===== src/design/bst_pkg.sv =====
package bst_pkg;

  localparam int unsigned MaxTokensDefault  = 4096;
  localparam int unsigned OffsetBitsDefault = 16;

  localparam logic [5:0] K_EOF = 6'd0;
  localparam logic [5:0] K_ERROR = 6'd1;
  localparam logic [5:0] K_IDENT = 6'd2;
  localparam logic [5:0] K_INT = 6'd3;
  localparam logic [5:0] K_STRING = 6'd4;
  localparam logic [5:0] K_TRUE = 6'd5;
  localparam logic [5:0] K_FALSE = 6'd6;
  localparam logic [5:0] K_PATH = 6'd7;
  localparam logic [5:0] K_FLAG = 6'd8;
  localparam logic [5:0] K_LPAREN = 6'd9;
  localparam logic [5:0] K_RPAREN = 6'd10;
  localparam logic [5:0] K_LBRACE = 6'd11;
  localparam logic [5:0] K_RBRACE = 6'd12;
  localparam logic [5:0] K_LBRACKET = 6'd13;
  localparam logic [5:0] K_RBRACKET = 6'd14;
  localparam logic [5:0] K_COMMA = 6'd15;
  localparam logic [5:0] K_COLON = 6'd16;
  localparam logic [5:0] K_DCOLON = 6'd17;
  localparam logic [5:0] K_BANG = 6'd18;
  localparam logic [5:0] K_NE = 6'd19;
  localparam logic [5:0] K_EQ = 6'd20;
  localparam logic [5:0] K_DEQ = 6'd21;
  localparam logic [5:0] K_GT = 6'd22;
  localparam logic [5:0] K_GE = 6'd23;
  localparam logic [5:0] K_LT = 6'd24;
  localparam logic [5:0] K_LE = 6'd25;
  localparam logic [5:0] K_MINUS = 6'd26;
  localparam logic [5:0] K_ARROW = 6'd27;
  localparam logic [5:0] K_AND = 6'd28;
  localparam logic [5:0] K_OR = 6'd29;
  localparam logic [5:0] K_PIPE = 6'd30;
  localparam logic [5:0] K_PLUS = 6'd31;
  localparam logic [5:0] K_PERCENT = 6'd32;
  localparam logic [5:0] K_CARET = 6'd33;
  localparam logic [5:0] K_TILDE = 6'd34;
  localparam logic [5:0] K_KW0 = 6'd35;

  // classified byte handed from front to back
  typedef struct packed {
    logic [7:0] ch;
    logic       eos;
    logic       is_alpha;
    logic       is_dig;
    logic       is_path;
    logic       is_flag;
    logic       is_blank;
  } beat_t;

  localparam int unsigned BeatW = $bits(beat_t);

  function automatic logic [5:0] word_kind(input logic [63:0] w, input logic [3:0] len);
    logic [5:0] k;
    k = K_IDENT;
    case (len)
      4'd2: begin
        if (w[15:0] == "fi") k = K_KW0;
        else if (w[15:0] == "cc") k = K_KW0 + 6'd7;
      end
      4'd3: if (w[23:0] == "tuo") k = K_KW0 + 6'd16;
      4'd4: begin
        if (w[31:0] == "dnib") k = K_KW0 + 6'd3;
        else if (w[31:0] == "dnik") k = K_KW0 + 6'd4;
        else if (w[31:0] == "edom") k = K_KW0 + 6'd5;
        else if (w[31:0] == "esle") k = K_KW0 + 6'd14;
        else if (w[31:0] == "eurt") k = K_TRUE;
      end
      4'd5: begin
        if (w[39:0] == "tnirp") k = K_KW0 + 6'd11;
        else if (w[39:0] == "eslaf") k = K_FALSE;
      end
      4'd6: begin
        if (w[47:0] == "sgalfc") k = K_KW0 + 6'd8;
        else if (w[47:0] == "sgalfl") k = K_KW0 + 6'd18;
        else if (w[47:0] == "reknil") k = K_KW0 + 6'd19;
        else if (w[47:0] == "tegrat") k = K_KW0 + 6'd20;
      end
      4'd7: begin
        if (w[55:0] == "llatsni") k = K_KW0 + 6'd1;
        else if (w[55:0] == "secruos") k = K_KW0 + 6'd6;
        else if (w[55:0] == "negedoc") k = K_KW0 + 6'd9;
        else if (w[55:0] == "senifed") k = K_KW0 + 6'd12;
        else if (w[55:0] == "sdneped") k = K_KW0 + 6'd13;
        else if (w[55:0] == "edulcxe") k = K_KW0 + 6'd15;
        else if (w[55:0] == "rid_tuo") k = K_KW0 + 6'd17;
      end
      4'd8: begin
        if (w == "sedulcni") k = K_KW0 + 6'd2;
        else if (w == "relipmoc") k = K_KW0 + 6'd10;
      end
      default: k = K_IDENT;
    endcase
    return k;
  endfunction

  function automatic logic [5:0] op_single(input logic [7:0] c);
    logic [5:0] k;
    case (c)
      8'h3a: k = K_COLON;
      8'h21: k = K_BANG;
      8'h3d: k = K_EQ;
      8'h3e: k = K_GT;
      8'h3c: k = K_LT;
      8'h7c: k = K_PIPE;
      default: k = K_ERROR;
    endcase
    return k;
  endfunction

  function automatic logic [5:0] op_double(input logic [7:0] f, input logic [7:0] c);
    logic [5:0] k;
    k = K_EOF;
    case (f)
      8'h3a: if (c == 8'h3a) k = K_DCOLON;
      8'h21: if (c == 8'h3d) k = K_NE;
      8'h3d: if (c == 8'h3d) k = K_DEQ;
      8'h3e: if (c == 8'h3d) k = K_GE;
      8'h3c: if (c == 8'h3d) k = K_LE;
      8'h26: if (c == 8'h26) k = K_AND;
      8'h7c: if (c == 8'h7c) k = K_OR;
      default: k = K_EOF;
    endcase
    return k;
  endfunction

  function automatic logic [5:0] single_kind(input logic [7:0] c);
    logic [5:0] k;
    case (c)
      8'h00: k = K_EOF;
      8'h28: k = K_LPAREN;
      8'h29: k = K_RPAREN;
      8'h7b: k = K_LBRACE;
      8'h7d: k = K_RBRACE;
      8'h5b: k = K_LBRACKET;
      8'h5d: k = K_RBRACKET;
      8'h2c: k = K_COMMA;
      8'h2b: k = K_PLUS;
      8'h25: k = K_PERCENT;
      8'h5e: k = K_CARET;
      8'h7e: k = K_TILDE;
      default: k = K_ERROR;
    endcase
    return k;
  endfunction

endpackage


===== src/design/bst_front.sv =====
module bst_front
  import bst_pkg::*;
(
  input  logic        clk_i,
  input  logic        rst_ni,
  input  logic        valid_i,
  output logic        ready_o,
  input  logic [7:0]  source_byte_i,
  input  logic        end_of_source_i,
  output logic        q_valid_o,
  input  logic        q_ready_i,
  output beat_t       q_beat_o
);

  // two-entry queue between classifier and lexer
  beat_t     mem_q [2];
  logic      wp_q, rp_q;
  logic [1:0] cnt_q;
  beat_t     b;
  logic      push, pop;
  logic [7:0] c;

  always_comb begin
    c = source_byte_i;
    b.ch = c;
    b.eos = end_of_source_i;
    b.is_alpha = (c >= 8'h61 && c <= 8'h7a) || (c >= 8'h41 && c <= 8'h5a) || c == 8'h5f;
    b.is_dig = c >= 8'h30 && c <= 8'h39;
    b.is_path = b.is_alpha || b.is_dig || c == 8'h2f || c == 8'h2e || c == 8'h2d;
    b.is_flag = b.is_path || c == 8'h3d || c == 8'h2c || c == 8'h3a || c == 8'h2b;
    b.is_blank = c == 8'h20 || c == 8'h09 || c == 8'h0d || c == 8'h0a;
  end

  assign ready_o   = cnt_q != 2'd2;
  assign push      = valid_i && ready_o;
  assign q_valid_o = cnt_q != 2'd0;
  assign pop       = q_valid_o && q_ready_i;
  assign q_beat_o  = mem_q[rp_q];

  always_ff @(posedge clk_i) begin
    if (push) mem_q[wp_q] <= b;
  end

  always_ff @(posedge clk_i or negedge rst_ni) begin
    if (!rst_ni) begin
      wp_q <= 1'b0;
      rp_q <= 1'b0;
      cnt_q <= 2'd0;
    end else begin
      if (push) wp_q <= ~wp_q;
      if (pop) rp_q <= ~rp_q;
      cnt_q <= cnt_q + {1'b0, push} - {1'b0, pop};
    end
  end

endmodule


===== src/design/bst_back.sv =====
module bst_back
  import bst_pkg::*;
#(
  parameter int unsigned MaxTokens  = MaxTokensDefault,
  parameter int unsigned OffsetBits = OffsetBitsDefault
) (
  input  logic        clk_i,
  input  logic        rst_ni,
  input  logic        q_valid_i,
  output logic        q_ready_o,
  input  beat_t       q_beat_i,
  output logic        valid_o,
  input  logic        ready_i,
  output logic [5:0]  token_kind_o,
  output logic [15:0] token_offset_o,
  output logic [15:0] token_length_o,
  output logic [15:0] token_line_o,
  output logic [15:0] token_column_o,
  output logic        is_final_o,
  output logic        limit_hit_o,
  output logic [11:0] error_total_o
);

  localparam int unsigned CntW = $clog2(MaxTokens + 1);

  typedef enum logic [3:0] {
    M_IDLE, M_SLASH, M_LCOM, M_BCOM, M_BSTAR, M_IDENT, M_NUM, M_PATH,
    M_MINUS, M_FLAG, M_OP, M_STR
  } mode_e;

  typedef struct packed {
    logic [5:0]  kind;
    logic [15:0] off;
    logic [15:0] len;
    logic [15:0] line;
    logic [15:0] col;
    logic        fin;
    logic        lim;
    logic [11:0] err;
  } tok_t;

  mode_e             mode_q, mode_d;
  logic [7:0]        held_q, held_d, quote_q, quote_d;
  logic [OffsetBits-1:0] off_q, off_d, start_q, start_d;
  logic [15:0]       line_q, line_d, col_q, col_d, scol_q, scol_d;
  logic [63:0]       word_q, word_d;
  logic [3:0]        wlen_q, wlen_d;
  logic              esc_q, esc_d, fin_q, fin_d;
  logic [CntW-1:0]   ntok_q, ntok_d;
  logic [11:0]       nerr_q, nerr_d;

  // output buffer: two slots
  tok_t              ob_q [2];
  logic [1:0]        ocnt_q;
  logic              orp_q;
  tok_t              t0, t1;
  logic [1:0]        nemit;

  logic              fire, pop;

  assign q_ready_o = ocnt_q == 2'd0 || (ocnt_q == 2'd1 && ready_i) || fin_q;
  assign fire = q_valid_i && q_ready_o;
  assign pop = valid_o && ready_i;
  assign valid_o = ocnt_q != 2'd0;

  always_comb begin
    tok_t    ot;
    logic    do_consume, stop, emit_p;
    logic [5:0] pk;
    logic [5:0] k2;
    logic [7:0] c;
    mode_e   m;
    logic [OffsetBits-1:0] tstart;
    logic [OffsetBits-1:0] span;
    logic [15:0] tcol, tlen, line_e;
    logic    op2;

    mode_d = mode_q; held_d = held_q; quote_d = quote_q; off_d = off_q;
    start_d = start_q; line_d = line_q; col_d = col_q; scol_d = scol_q;
    word_d = word_q; wlen_d = wlen_q; esc_d = esc_q; fin_d = fin_q;
    ntok_d = ntok_q; nerr_d = nerr_q;
    t0 = '0; t1 = '0; nemit = 2'd0; ot = '0;
    do_consume = 1'b0; stop = 1'b0; emit_p = 1'b0; pk = K_EOF; k2 = K_EOF;
    c = q_beat_i.ch; m = mode_q; op2 = 1'b0;
    tstart = '0; span = '0; tcol = '0; tlen = '0; line_e = line_q;

    // phase 1: the held token, decided by this byte
    if (q_beat_i.eos) begin
      emit_p = 1'b1;
      case (mode_q)
        M_IDENT: pk = word_kind(word_q, wlen_q);
        M_NUM: pk = K_INT;
        M_PATH, M_SLASH: pk = K_PATH;
        M_MINUS: pk = K_MINUS;
        M_FLAG: pk = K_FLAG;
        M_OP: pk = op_single(held_q);
        M_STR: pk = K_EOF;
        default: emit_p = 1'b0;
      endcase
      m = M_IDLE;
    end else begin
      case (mode_q)
        M_SLASH: begin
          if (c == 8'h2f) begin m = M_LCOM; stop = 1'b1; do_consume = 1'b1; end
          else if (c == 8'h2a) begin m = M_BCOM; stop = 1'b1; do_consume = 1'b1; end
          else if (q_beat_i.is_path) begin m = M_PATH; stop = 1'b1; do_consume = 1'b1; end
          else begin emit_p = 1'b1; pk = K_PATH; m = M_IDLE; end
        end
        M_LCOM: begin
          if (c == 8'h0a) m = M_IDLE;
          else begin stop = 1'b1; do_consume = 1'b1; end
        end
        M_BCOM: begin
          stop = 1'b1; do_consume = 1'b1;
          if (c == 8'h2a) m = M_BSTAR;
        end
        M_BSTAR: begin
          stop = 1'b1; do_consume = 1'b1;
          if (c == 8'h2f) m = M_IDLE;
          else if (c != 8'h2a) m = M_BCOM;
        end
        M_IDENT: begin
          if (q_beat_i.is_alpha || q_beat_i.is_dig) begin
            stop = 1'b1; do_consume = 1'b1;
            if (wlen_q < 4'd8) word_d = word_q | ({56'd0, c} << {wlen_q[2:0], 3'b000});
            if (wlen_q < 4'd15) wlen_d = wlen_q + 4'd1;
          end else if (c == 8'h2f || c == 8'h2e) begin
            m = M_PATH; stop = 1'b1; do_consume = 1'b1;
          end else begin emit_p = 1'b1; pk = word_kind(word_q, wlen_q); m = M_IDLE; end
        end
        M_NUM: begin
          if (q_beat_i.is_dig) begin stop = 1'b1; do_consume = 1'b1; end
          else begin emit_p = 1'b1; pk = K_INT; m = M_IDLE; end
        end
        M_PATH: begin
          if (q_beat_i.is_path) begin stop = 1'b1; do_consume = 1'b1; end
          else begin emit_p = 1'b1; pk = K_PATH; m = M_IDLE; end
        end
        M_MINUS: begin
          if (q_beat_i.is_alpha || q_beat_i.is_dig) begin
            m = M_FLAG; stop = 1'b1; do_consume = 1'b1;
          end else if (c == 8'h3e) begin
            stop = 1'b1; do_consume = 1'b1; op2 = 1'b1;
            emit_p = 1'b1; pk = K_ARROW; m = M_IDLE;
          end else begin emit_p = 1'b1; pk = K_MINUS; m = M_IDLE; end
        end
        M_FLAG: begin
          if (q_beat_i.is_flag) begin stop = 1'b1; do_consume = 1'b1; end
          else begin emit_p = 1'b1; pk = K_FLAG; m = M_IDLE; end
        end
        M_OP: begin
          k2 = op_double(held_q, c);
          if (k2 != K_EOF) begin
            stop = 1'b1; do_consume = 1'b1; op2 = 1'b1;
            emit_p = 1'b1; pk = k2; m = M_IDLE;
          end else begin emit_p = 1'b1; pk = op_single(held_q); m = M_IDLE; end
        end
        M_STR: begin
          if (esc_q) begin esc_d = 1'b0; stop = 1'b1; do_consume = 1'b1; end
          else if (c == quote_q) begin
            stop = 1'b1; do_consume = 1'b1; op2 = 1'b1;
            emit_p = 1'b1; pk = K_STRING; m = M_IDLE;
          end else if (c == 8'h0a) begin emit_p = 1'b1; pk = K_ERROR; m = M_IDLE; end
          else if (c == 8'h00) begin
            stop = 1'b1; emit_p = 1'b1; pk = K_EOF; m = M_IDLE;
          end else begin
            if (c == 8'h5c) esc_d = 1'b1;
            stop = 1'b1; do_consume = 1'b1;
          end
        end
        default: m = M_IDLE;
      endcase
    end

    // consumed bytes that close the held token count in its length
    span = (do_consume && op2) ? off_q + 1'b1 - start_q : off_q - start_q;
    tlen = 16'(span);
    if (do_consume && op2 && c == 8'h0a && line_q != 16'hffff) line_e = line_q + 16'd1;

    if (emit_p) begin
      t0.kind = pk;
      t0.off = 16'(start_q);
      t0.len = tlen;
      t0.line = line_e;
      t0.col = scol_q;
      nemit = 2'd1;
    end

    // phase 2: this byte from idle, or the end marker eof
    if (q_beat_i.eos) begin
      ot.kind = K_EOF;
      ot.off = 16'(off_q);
      ot.len = 16'd0;
      ot.line = line_q;
      ot.col = col_q;
      if (nemit == 2'd0) t0 = ot; else t1 = ot;
      nemit = nemit + 2'd1;
    end else if (!stop) begin
      do_consume = 1'b1;
      if (!q_beat_i.is_blank) begin
        tstart = off_q; tcol = col_q;
        start_d = off_q; scol_d = col_q;
        if (q_beat_i.is_alpha) begin
          word_d = {56'd0, c}; wlen_d = 4'd1; m = M_IDENT;
        end else if (q_beat_i.is_dig) m = M_NUM;
        else begin
          case (c)
            8'h27, 8'h22: begin quote_d = c; esc_d = 1'b0; m = M_STR; end
            8'h2f: m = M_SLASH;
            8'h2e: m = M_PATH;
            8'h2d: m = M_MINUS;
            8'h3a, 8'h21, 8'h3d, 8'h3e, 8'h3c, 8'h26, 8'h7c: begin
              held_d = c; m = M_OP;
            end
            default: begin
              ot.kind = single_kind(c);
              ot.off = 16'(tstart);
              ot.len = 16'd1;
              ot.line = line_q;
              ot.col = tcol;
              if (nemit == 2'd0) t0 = ot; else t1 = ot;
              nemit = nemit + 2'd1;
              m = M_IDLE;
            end
          endcase
        end
      end
    end

    if (do_consume) begin
      off_d = off_q + 1'b1;
      if (c == 8'h0a) begin
        if (line_q != 16'hffff) line_d = line_q + 16'd1;
        col_d = 16'd1;
      end else if (col_q != 16'hffff) col_d = col_q + 16'd1;
    end
    mode_d = m;

    // count tokens and errors in order, stop at the limit or eof
    begin
      logic [CntW-1:0] nt;
      logic [11:0] ne;
      logic f;
      logic l;
      nt = ntok_q; ne = nerr_q; f = 1'b0; l = 1'b0;
      if (nemit != 2'd0) begin
        nt = nt + 1'b1;
        l = nt >= CntW'(MaxTokens);
        if (!l && t0.kind == K_ERROR && ne != 12'hfff) ne = ne + 12'd1;
        t0.lim = l; t0.fin = t0.kind == K_EOF; t0.err = ne;
        f = l || t0.fin;
        if (f) nemit = 2'd1;
      end
      if (nemit == 2'd2) begin
        nt = nt + 1'b1;
        l = nt >= CntW'(MaxTokens);
        if (!l && t1.kind == K_ERROR && ne != 12'hfff) ne = ne + 12'd1;
        t1.lim = l; t1.fin = t1.kind == K_EOF; t1.err = ne;
        f = l || t1.fin;
      end
      ntok_d = nt; nerr_d = ne;
      if (f) fin_d = 1'b1;
    end
  end

  // new tokens go behind whatever is still buffered, popped or not
  always_ff @(posedge clk_i) begin
    if (fire && !fin_q) begin
      if (nemit != 2'd0) ob_q[orp_q ^ ocnt_q[0]] <= t0;
      if (nemit == 2'd2) ob_q[~(orp_q ^ ocnt_q[0])] <= t1;
    end
  end

  always_ff @(posedge clk_i or negedge rst_ni) begin
    if (!rst_ni) begin
      mode_q <= M_IDLE; held_q <= '0; quote_q <= '0; off_q <= '0; start_q <= '0;
      line_q <= 16'd1; col_q <= 16'd1; scol_q <= '0; word_q <= '0; wlen_q <= '0;
      esc_q <= 1'b0; fin_q <= 1'b0; ntok_q <= CntW'(1); nerr_q <= '0;
      ocnt_q <= 2'd0; orp_q <= 1'b0;
    end else begin
      if (pop) orp_q <= ~orp_q;
      if (fire && !fin_q) begin
        mode_q <= mode_d; held_q <= held_d; quote_q <= quote_d; off_q <= off_d;
        start_q <= start_d; line_q <= line_d; col_q <= col_d; scol_q <= scol_d;
        word_q <= word_d; wlen_q <= wlen_d; esc_q <= esc_d; fin_q <= fin_d;
        ntok_q <= ntok_d; nerr_q <= nerr_d;
        ocnt_q <= ocnt_q + nemit - {1'b0, pop};
      end else begin
        ocnt_q <= ocnt_q - {1'b0, pop};
      end
    end
  end

  assign token_kind_o   = ob_q[orp_q].kind;
  assign token_offset_o = ob_q[orp_q].off;
  assign token_length_o = ob_q[orp_q].len;
  assign token_line_o   = ob_q[orp_q].line;
  assign token_column_o = ob_q[orp_q].col;
  assign is_final_o     = ob_q[orp_q].fin;
  assign limit_hit_o    = ob_q[orp_q].lim;
  assign error_total_o  = ob_q[orp_q].err;

endmodule


===== src/design/build_script_tokenizer_unit.sv =====
// path: a byte is registered in the front queue and lexed from there; a token
// is registered in the output buffer and can be taken from there
// throughput: one byte per cycle while the two-slot token buffer drains;
// a byte that yields two tokens fills the buffer and holds the lexer until a token is taken
// reset: asynchronous, active low; positions, counters and the lexer state return to their start values
module build_script_tokenizer_unit
  import bst_pkg::*;
#(
  parameter int unsigned MaxTokens  = MaxTokensDefault,
  parameter int unsigned OffsetBits = OffsetBitsDefault
) (
  input  logic        clk_i,
  input  logic        rst_ni,
  input  logic        valid_i,
  output logic        ready_o,
  input  logic [7:0]  source_byte_i,
  input  logic        end_of_source_i,
  output logic        valid_o,
  input  logic        ready_i,
  output logic [5:0]  token_kind_o,
  output logic [15:0] token_offset_o,
  output logic [15:0] token_length_o,
  output logic [15:0] token_line_o,
  output logic [15:0] token_column_o,
  output logic        is_final_o,
  output logic        limit_hit_o,
  output logic [11:0] error_total_o
);

  logic  qv, qr;
  beat_t qb;

  bst_front u_front (
    .clk_i, .rst_ni, .valid_i, .ready_o, .source_byte_i, .end_of_source_i,
    .q_valid_o(qv), .q_ready_i(qr), .q_beat_o(qb)
  );

  bst_back #(.MaxTokens(MaxTokens), .OffsetBits(OffsetBits)) u_back (
    .clk_i, .rst_ni, .q_valid_i(qv), .q_ready_o(qr), .q_beat_i(qb),
    .valid_o, .ready_i, .token_kind_o, .token_offset_o, .token_length_o,
    .token_line_o, .token_column_o, .is_final_o, .limit_hit_o, .error_total_o
  );

endmodule


===== config.mk =====
export PLATFORM = sky130hd
export DESIGN_NAME = build_script_tokenizer_unit
export DESIGN_NICKNAME = d
export VERILOG_FILES = /design/src/design/bst_pkg.sv /design/src/design/bst_front.sv /design/src/design/bst_back.sv /design/src/design/build_script_tokenizer_unit.sv
export SDC_FILE = /design/constraint.sdc
export NUM_CORES = 1
export LEC_CHECK = 0
export BUFFER_PORTS_ARGS = -buffer_cell sky130_fd_sc_hd__buf_2
export CAP_MARGIN = 20
export CORE_ASPECT_RATIO = 1.25
export CORE_MARGIN = 3
export CORE_UTILIZATION = 57
export CTS_CLUSTER_SIZE = 24
export DETAILED_ROUTE_END_ITERATION = 6
export PLACE_DENSITY_LB_ADDON = 0.08
export SYNTH_ARGS = -nofsm -noshare
export SYNTH_HDL_FRONTEND = slang
export SYNTH_SLANG_ARGS = --single-unit

===== constraint.sdc =====
create_clock -name clk_i -period 6.1 [get_ports clk_i]
set_clock_uncertainty 0.05 [all_clocks]
set_input_delay 1.22 -clock clk_i [delete_from_list [all_inputs] [get_ports clk_i]]
set_output_delay 1.22 -clock clk_i [all_outputs]
set_load 0.05 [all_outputs]

-- Yosys cells after proc, flatten, opt, wreduce, memory -nomap -nowiden
Memories as Yosys holds them, arrays and structs flattened.
Cells that the tools add are included.
- register bits after elaboration: 202
- bits in latches: 0
- RAM bits: 196
- ROM bits: 0
- output and inout bits: 86
- logic and storage cells: 415
- memories kept: 2
- $add $sub $neg: 16
- $mul: 0
- div/mod/pow operators: 0
- $lt $le $gt $ge: 10
- eq/ne operators: 97
- shift operators: 1
- muxes and demuxes: 198
- bitwise logic cells: 11
- reduce and logical (&&, ||, !) cells: 61
- memories (name ; depth ; width ; read ports ; clocked after Yosys merged registers in ; write ports ; line ; source):
    u_back.ob_q ; 2 ; 84 ; 1 ; 0 ; 2 ; bst_back.sv:53 ; tok_t ob_q [2];
    u_front.mem_q ; 2 ; 14 ; 1 ; 0 ; 1 ; bst_front.sv:16 ; beat_t mem_q [2];
- operators with widths (kind ; number):
    two-way mux 84 bit ; 15
    two-way mux 64 bit ; 8
    == test 56 x 55 -> 1 bit (second input constant) ; 7
    == test 8 x 6 -> 1 bit (second input constant) ; 31
    == test 48 x 47 -> 1 bit (second input constant) ; 4
    two-way mux 6 bit ; 32
    == test 32 x 31 -> 1 bit (second input constant) ; 5
    == test 64 x 63 -> 1 bit (second input constant) ; 2
    two-way mux 4 bit ; 30
    case mux 6 bit (7 select lines) ; 2
    == test 40 x 39 -> 1 bit (second input constant) ; 2
    == test 8 x 7 -> 1 bit (second input constant) ; 10
    two-way mux 78 bit ; 1
    case mux 6 bit (12 select lines) ; 1
    two-way mux 70 bit ; 1
    two-way mux 1 bit ; 65
    two-way mux 16 bit ; 4
    bitwise OR 64 bit ; 1
    left shift 8 x 6 -> 64 bit ; 1
    adder 16 x 1 -> 16 bit (second input constant) ; 3
    two-way mux 12 bit ; 4
    case mux 6 bit (8 select lines) ; 1
    case mux 4 bit (10 select lines) ; 1
    case mux 6 bit (6 select lines) ; 1
    other kinds (57) ; 162

-- Depth between registers and ports, before layout
An unclocked memory read counts as a cell.
- depth in word-level cells: 31
- mapped depth: 30
- mapped depth without buffers: 25

-- By module
A second synthesis with hierarchy kept.
- cells, all modules: 2499
- area, all modules: 24040.6 um2
- by module, submodules not included (module ; instances ; cells each ; area an instance (um2)):
    bst_back ; 1 ; 2411 ; 22644.2
    bst_front ; 1 ; 88 ; 1396.3

-- Worst setup path before layout
Ideal clock, no wire load.
- path kind: reg2reg
- from: register u_front.rp_q
- to: memory u_back.ob_q[1][0] (netlist name), enable pin
- arrival: 5.694 ns
- data required time: 5.329 ns
- path slack: -0.364 ns
- stages on the path, launching flop included: 21
- period minus slack after synthesis: 6.464 ns
- path through: dfrtp_1 buf_6 mux2_2 xor2_1 nor4_2 a21oi_1 o211ai_2 o21ai_2 inv_1 clkbuf_1 clkbuf_1 ha_1 a2111oi_0 nand2_1 a21oi_2 buf_2 nor2_1 nand2_1 clkbuf_1 clkbuf_1 nand2_1
- RTL lines (element ; line ; source):
    start: declaration ; bst_front.sv:17 ; logic wp_q, rp_q;
    start signal: assignment ; bst_front.sv:51 ; if (pop) rp_q <= ~rp_q;
    end: declaration ; bst_back.sv:53 ;

==> impl_metrics.py <==
metrics = {
    "sta": {
        "drv_slew": 0,
        "fmax_mhz": 171,
        "holdWs_ns": 0.402,
        "hold_viol_final": 0,
        "fin_crit_sh_pct": 95.8,
        "fin_crit_ns": 5.85,
        "worstMarginPinSlew_ns": 1.15,
        "slew_headroom_pct": 22.7,
        "setup_slack_ns": 0.254,
        "final.setup.tns_ns": 0,
        "final-setup-viol-count": 0,
    },
    "route": {
        "drt_pass1_iterations": 5,
        "post_drt_wl_per_cell_um": 22.2,
        "post-route-drc-count": 0,
        "met2WireLength_mm": 36.1,
        "post_drt_via_cell_ratio": 6.46,
        "dr.max_layer_used": "met4",
        "drt-met1-wl_mm": 28.3,
        "vias": 20900,
        "routed_wirelength_mm": 72.0,
        "antenna_left": 0,
        "drt-initial-drc-count": 1788,
        "wl_met3_mm": 4.16,
    },
    "synthesis": {
        "netlist_instances": 2548,
        "ys_seq_elements": 398,
        "synth_top_area_cell": "edfxtp_1",
        "synth-xor-area-share_pct": 5.03,
        "synthAdderAreaFrac_pct": 1.69,
        "async_flop_share_pct": 50.8,
        "synth_top_family_by_area": "simple AND/OR/NAND/NOR gates",
        "synth.mux.area_fraction_pct": 6.40,
        "synth.top_cell.area_share_pct": 20.6,
        "synth-compound-area-share_pct": 16.8,
        "yosysUniqueCellTypes": 106,
        "syn_avg_cell_area_um2": 9.49,
        "syn_area_mm2": 0.0242,
        "ys_warn_count": 0,
        "ys_seq_area_share_pct": 44.0,
        "yosys-top-cells-area": "edfxtp_1 21%, dfrtp_1 21%, mux2_2 5.8%",
        "ys.flop_type": "dfrtp_1",
        "syn_nets": 2593,
        "synth-simple-area-share_pct": 22.3,
        "synth_edf_count": 166,
    },
    "critical_path": {
        "crit_start": "u_back.word_q[3]$_DFFE_PN0P_",
        "rrSetupSlack_ns": 0.25,
        "critPathKind": "flip-flop to flip-flop",
        "arrival_ns": 6.17,
        "r2r-end": "u_back.ob_q[0][0]$_DFFE_PP_",
        "cp-start-kind": "flip-flop",
        "worstPathMaxFanout": 24,
        "reg2reg_from": "u_back.word_q[3]$_DFFE_PN0P_",
        "rr_worst_depth": 22,
        "crit_required_ns": 6.42,
        "cp-endpoint": "u_back.ob_q[0][0]$_DFFE_PP_",
        "end_kind": "flip-flop",
    },
    "clock_network": {
        "cts-htree-levels": 2,
        "clock-root-buffer": "clkbuf_16",
        "cts_buffer_depth": 3,
        "clkTransAtPathRegs_ns": 0.06,
        "cts_sinks": 398,
        "numCtsBuffers": 40,
        "ctsHoldBuffers": 0,
        "clkLatencyLatePin_ns": 0.58,
        "cts_tree": "built",
    },
    "finish": {
        "area_delta_synth_final_pct": 13.0,
        "drive_gt1_share_pct": 19.7,
        "final_cells": 3242,
        "finish.utilization_pct": 65.8,
        "n_antenna_cell": 0,
        "design_area_mm2": 0.0273,
        "fillers": 3373,
        "nets": 2704,
    },
    "global_routing": {
        "grt_pass1_vias": 20500,
        "grt_pass1_wl_mm": 113,
        "grt-ovfl-total": 0,
        "grt_antenna_before_repair": 0,
        "grtUsageTotal_pct": 31.4,
        "grt_max_degree": 109,
    },
    "pwr": {
        "switching_share_pct": 39.0,
        "p_seq_share_pct": 36.6,
        "power.internal_mw": 5.55,
        "p_total_mw": 9.11,
        "pwr-share-comb_pct": 36.4,
        "peakVddDrop_mv": 0.287,
        "p_per_area_mw_per_mm2": 333,
        "cellLeakagePower_nw": 11.0,
        "p_clk_share_pct": 27.0,
        "power_switching_mw": 3.55,
    },
    "die": {
        "io_pins": 99,
        "start_util_pct": 58.2,
        "die_w_um": 190,
        "core_area_mm2": 0.0415,
        "dieArea_mm2": 0.0450,
        "die_h_um": 236,
        "row_count": 83,
    },
    "placed_design": {
        "port_buffers": 98,
        "pre_cts_ws_ns": 0.00254,
        "dp_hpwl_mm": 52.4,
        "gp_congestion": 1.00,
        "placed_cell_area_mm2": 0.0258,
        "numPlacedInstances": 3163,
    },
    "flow_run": {
        "max-cap-violations": 0,
    },
    "worst_hold_path": {
        "hp-class": "flip-flop to flip-flop",
    },
    "outcome": {
        "status": "finished clean",
    },
}
==> synth_stat cells, drive strengths merged (36+ instances only) <==
cell type / instances
nand2: 256
nor2: 225
dfrtp: 199
edfxtp: 166
a21oi: 149
clkbuf: 127
o21ai: 127
mux2: 124
nand3: 104
a22o: 87
xnor2: 87
nor3: 60
nand4: 59
inv: 58
xor2: 52
o22ai: 50
and3: 49
nor4: 39
buf: 36
==> what timing repair did <==
| action | CTS | global route |
|---|---|---|
| endpoints found under the setup margin | 4 | 46 |
| gates resized for setup | 3 | 40 |
| setup buffers | 0 | 4 |
| endpoints found under the hold margin | 0 | 0 |
| pin swaps | 0 | 3 |
==> state kept, by name, summed over array words and instances, names as in the netlist, 2 cells and up <==
name            flops
u_back.word_q      64
u_back.off_q       16
u_back.ntok_q      13
u_back.quote_q      8
u_back.scol_q      16
u_back.wlen_q       4
u_front.cnt_q       2
u_back.ob_q       168
u_back.col_q       16
u_back.mode_q       4
u_back.nerr_q      12
u_back.held_q       8
u_back.line_q      16
u_back.start_q     16
u_back.ocnt_q       2
u_front.mem_q      28
==> power groups by stage <==
stage / clock, mW / sequential, mW / combinational, mW
finish: 2.46 / 3.33 / 3.31
global route: 2.61 / 3.37 / 3.54
CTS: 2.51 / 3.32 / 3.23
detailed placement: 0 / 3.37 / 3.22
global placement: 0 / 3.36 / 3.17
floorplan: 0 / 3.19 / 2.34
==> cell families (layout without fill, tap and decap cells) <==
| group | after synthesis | in the layout |
|---|---|---|
| fa+ha+maj | 32 | 32 |
| xor+xnor | 139 | 139 |
| flops | 398 | 398 |
| compound gates | 600 | 600 |
| mux | 138 | 138 |
| buf+inv | 221 | 363 |
| simple gates | 1020 | 1020 |
==> routing by layer <==
layer,up-vias,global-route usage [%]
met5,-,0
li1,9688,-
met1,10200,38.5
met4,0,14.7
met2,829,54.7
met3,209,4.12
==> final cells by class <==
cell class | instances | area, µm² | share of cell area, %
Sequential cell | 398 | 10600 | 38.9
Inverter | 58 | 218 | 0.796
Timing Repair Buffer | 232 | 1610 | 5.87
Clock inverter | 16 | 154 | 0.563
Tap cell | 552 | 691 | 2.53
Multi-Input combinational cell | 1929 | 12900 | 47.1
Clock buffer | 57 | 1140 | 4.19
==> how the worst min path moves through the flow <==
stage	from	end	slack (ns)	depth (start not counted)
floorplan	u_back.ob_q[0][60]$_SDFFE_PP0P_	u_back.ob_q[0][60]$_SDFFE_PP0P_	0.38	2
global placement	u_back.ob_q[0][60]$_SDFFE_PP0P_	u_back.ob_q[0][60]$_SDFFE_PP0P_	0.39	2
detailed placement	u_back.ob_q[0][59]$_SDFFE_PP0P_	u_back.ob_q[0][59]$_SDFFE_PP0P_	0.39	2
CTS	u_back.ob_q[0][57]$_SDFFE_PP0P_	u_back.ob_q[0][57]$_SDFFE_PP0P_	0.40	2
global route	u_back.ob_q[0][60]$_SDFFE_PP0P_	u_back.ob_q[0][60]$_SDFFE_PP0P_	0.43	2
finish	u_back.ob_q[1][56]$_SDFFE_PP0P_	u_back.ob_q[1][56]$_SDFFE_PP0P_	0.40	2
==> placed cells by master, fill, tap and decap left out, types with 12 or more instances in the layout <==
master / count
o31ai_1: 14
mux2_2: 123
nand4_1: 58
o21ai_0: 110
ha_1: 31
inv_1: 58
nand3_1: 103
buf_2: 97
a21oi_1: 143
and3b_1: 15
o211ai_1: 14
a22o_1: 85
dfrtp_1: 197
xnor2_1: 87
dfxtp_1: 30
nor2b_1: 27
nor3_1: 51
xor2_1: 52
nand3b_1: 16
nor4_1: 28
o22ai_1: 47
buf_4: 120
nor4bb_1: 12
and2_1: 23
o21ai_1: 14
a31o_2: 13
nor2_1: 222
mux2i_1: 13
a21o_1: 12
a31oi_1: 17
nor3b_1: 26
edfxtp_1: 166
nand2_1: 252
clkbuf_16: 42
and3_1: 48
nand2b_1: 25
==> critical path, cell delays in order, from the launching register on <==
cell	delay, ns
dfrtp_1	0.50
nor4b_1	0.53
buf_4	0.22
nand4_1	0.12
or4_1	0.45
a2111oi_1	0.57
buf_4	0.21
nor4_1	0.07
o21ai_0	0.25
buf_4	0.16
a22o_4	0.13
nand2_1	0.06
or2_2	0.30
mux2i_1	0.16
a21oi_1	0.22
ha_1	0.22
inv_1	0.10
nor4_4	0.30
o22ai_2	0.16
nor4_4	0.22
buf_12	0.21
o31ai_1	0.09
a2111oi_1	0.35
Note: power is estimated with default switching activity, not from simulation.
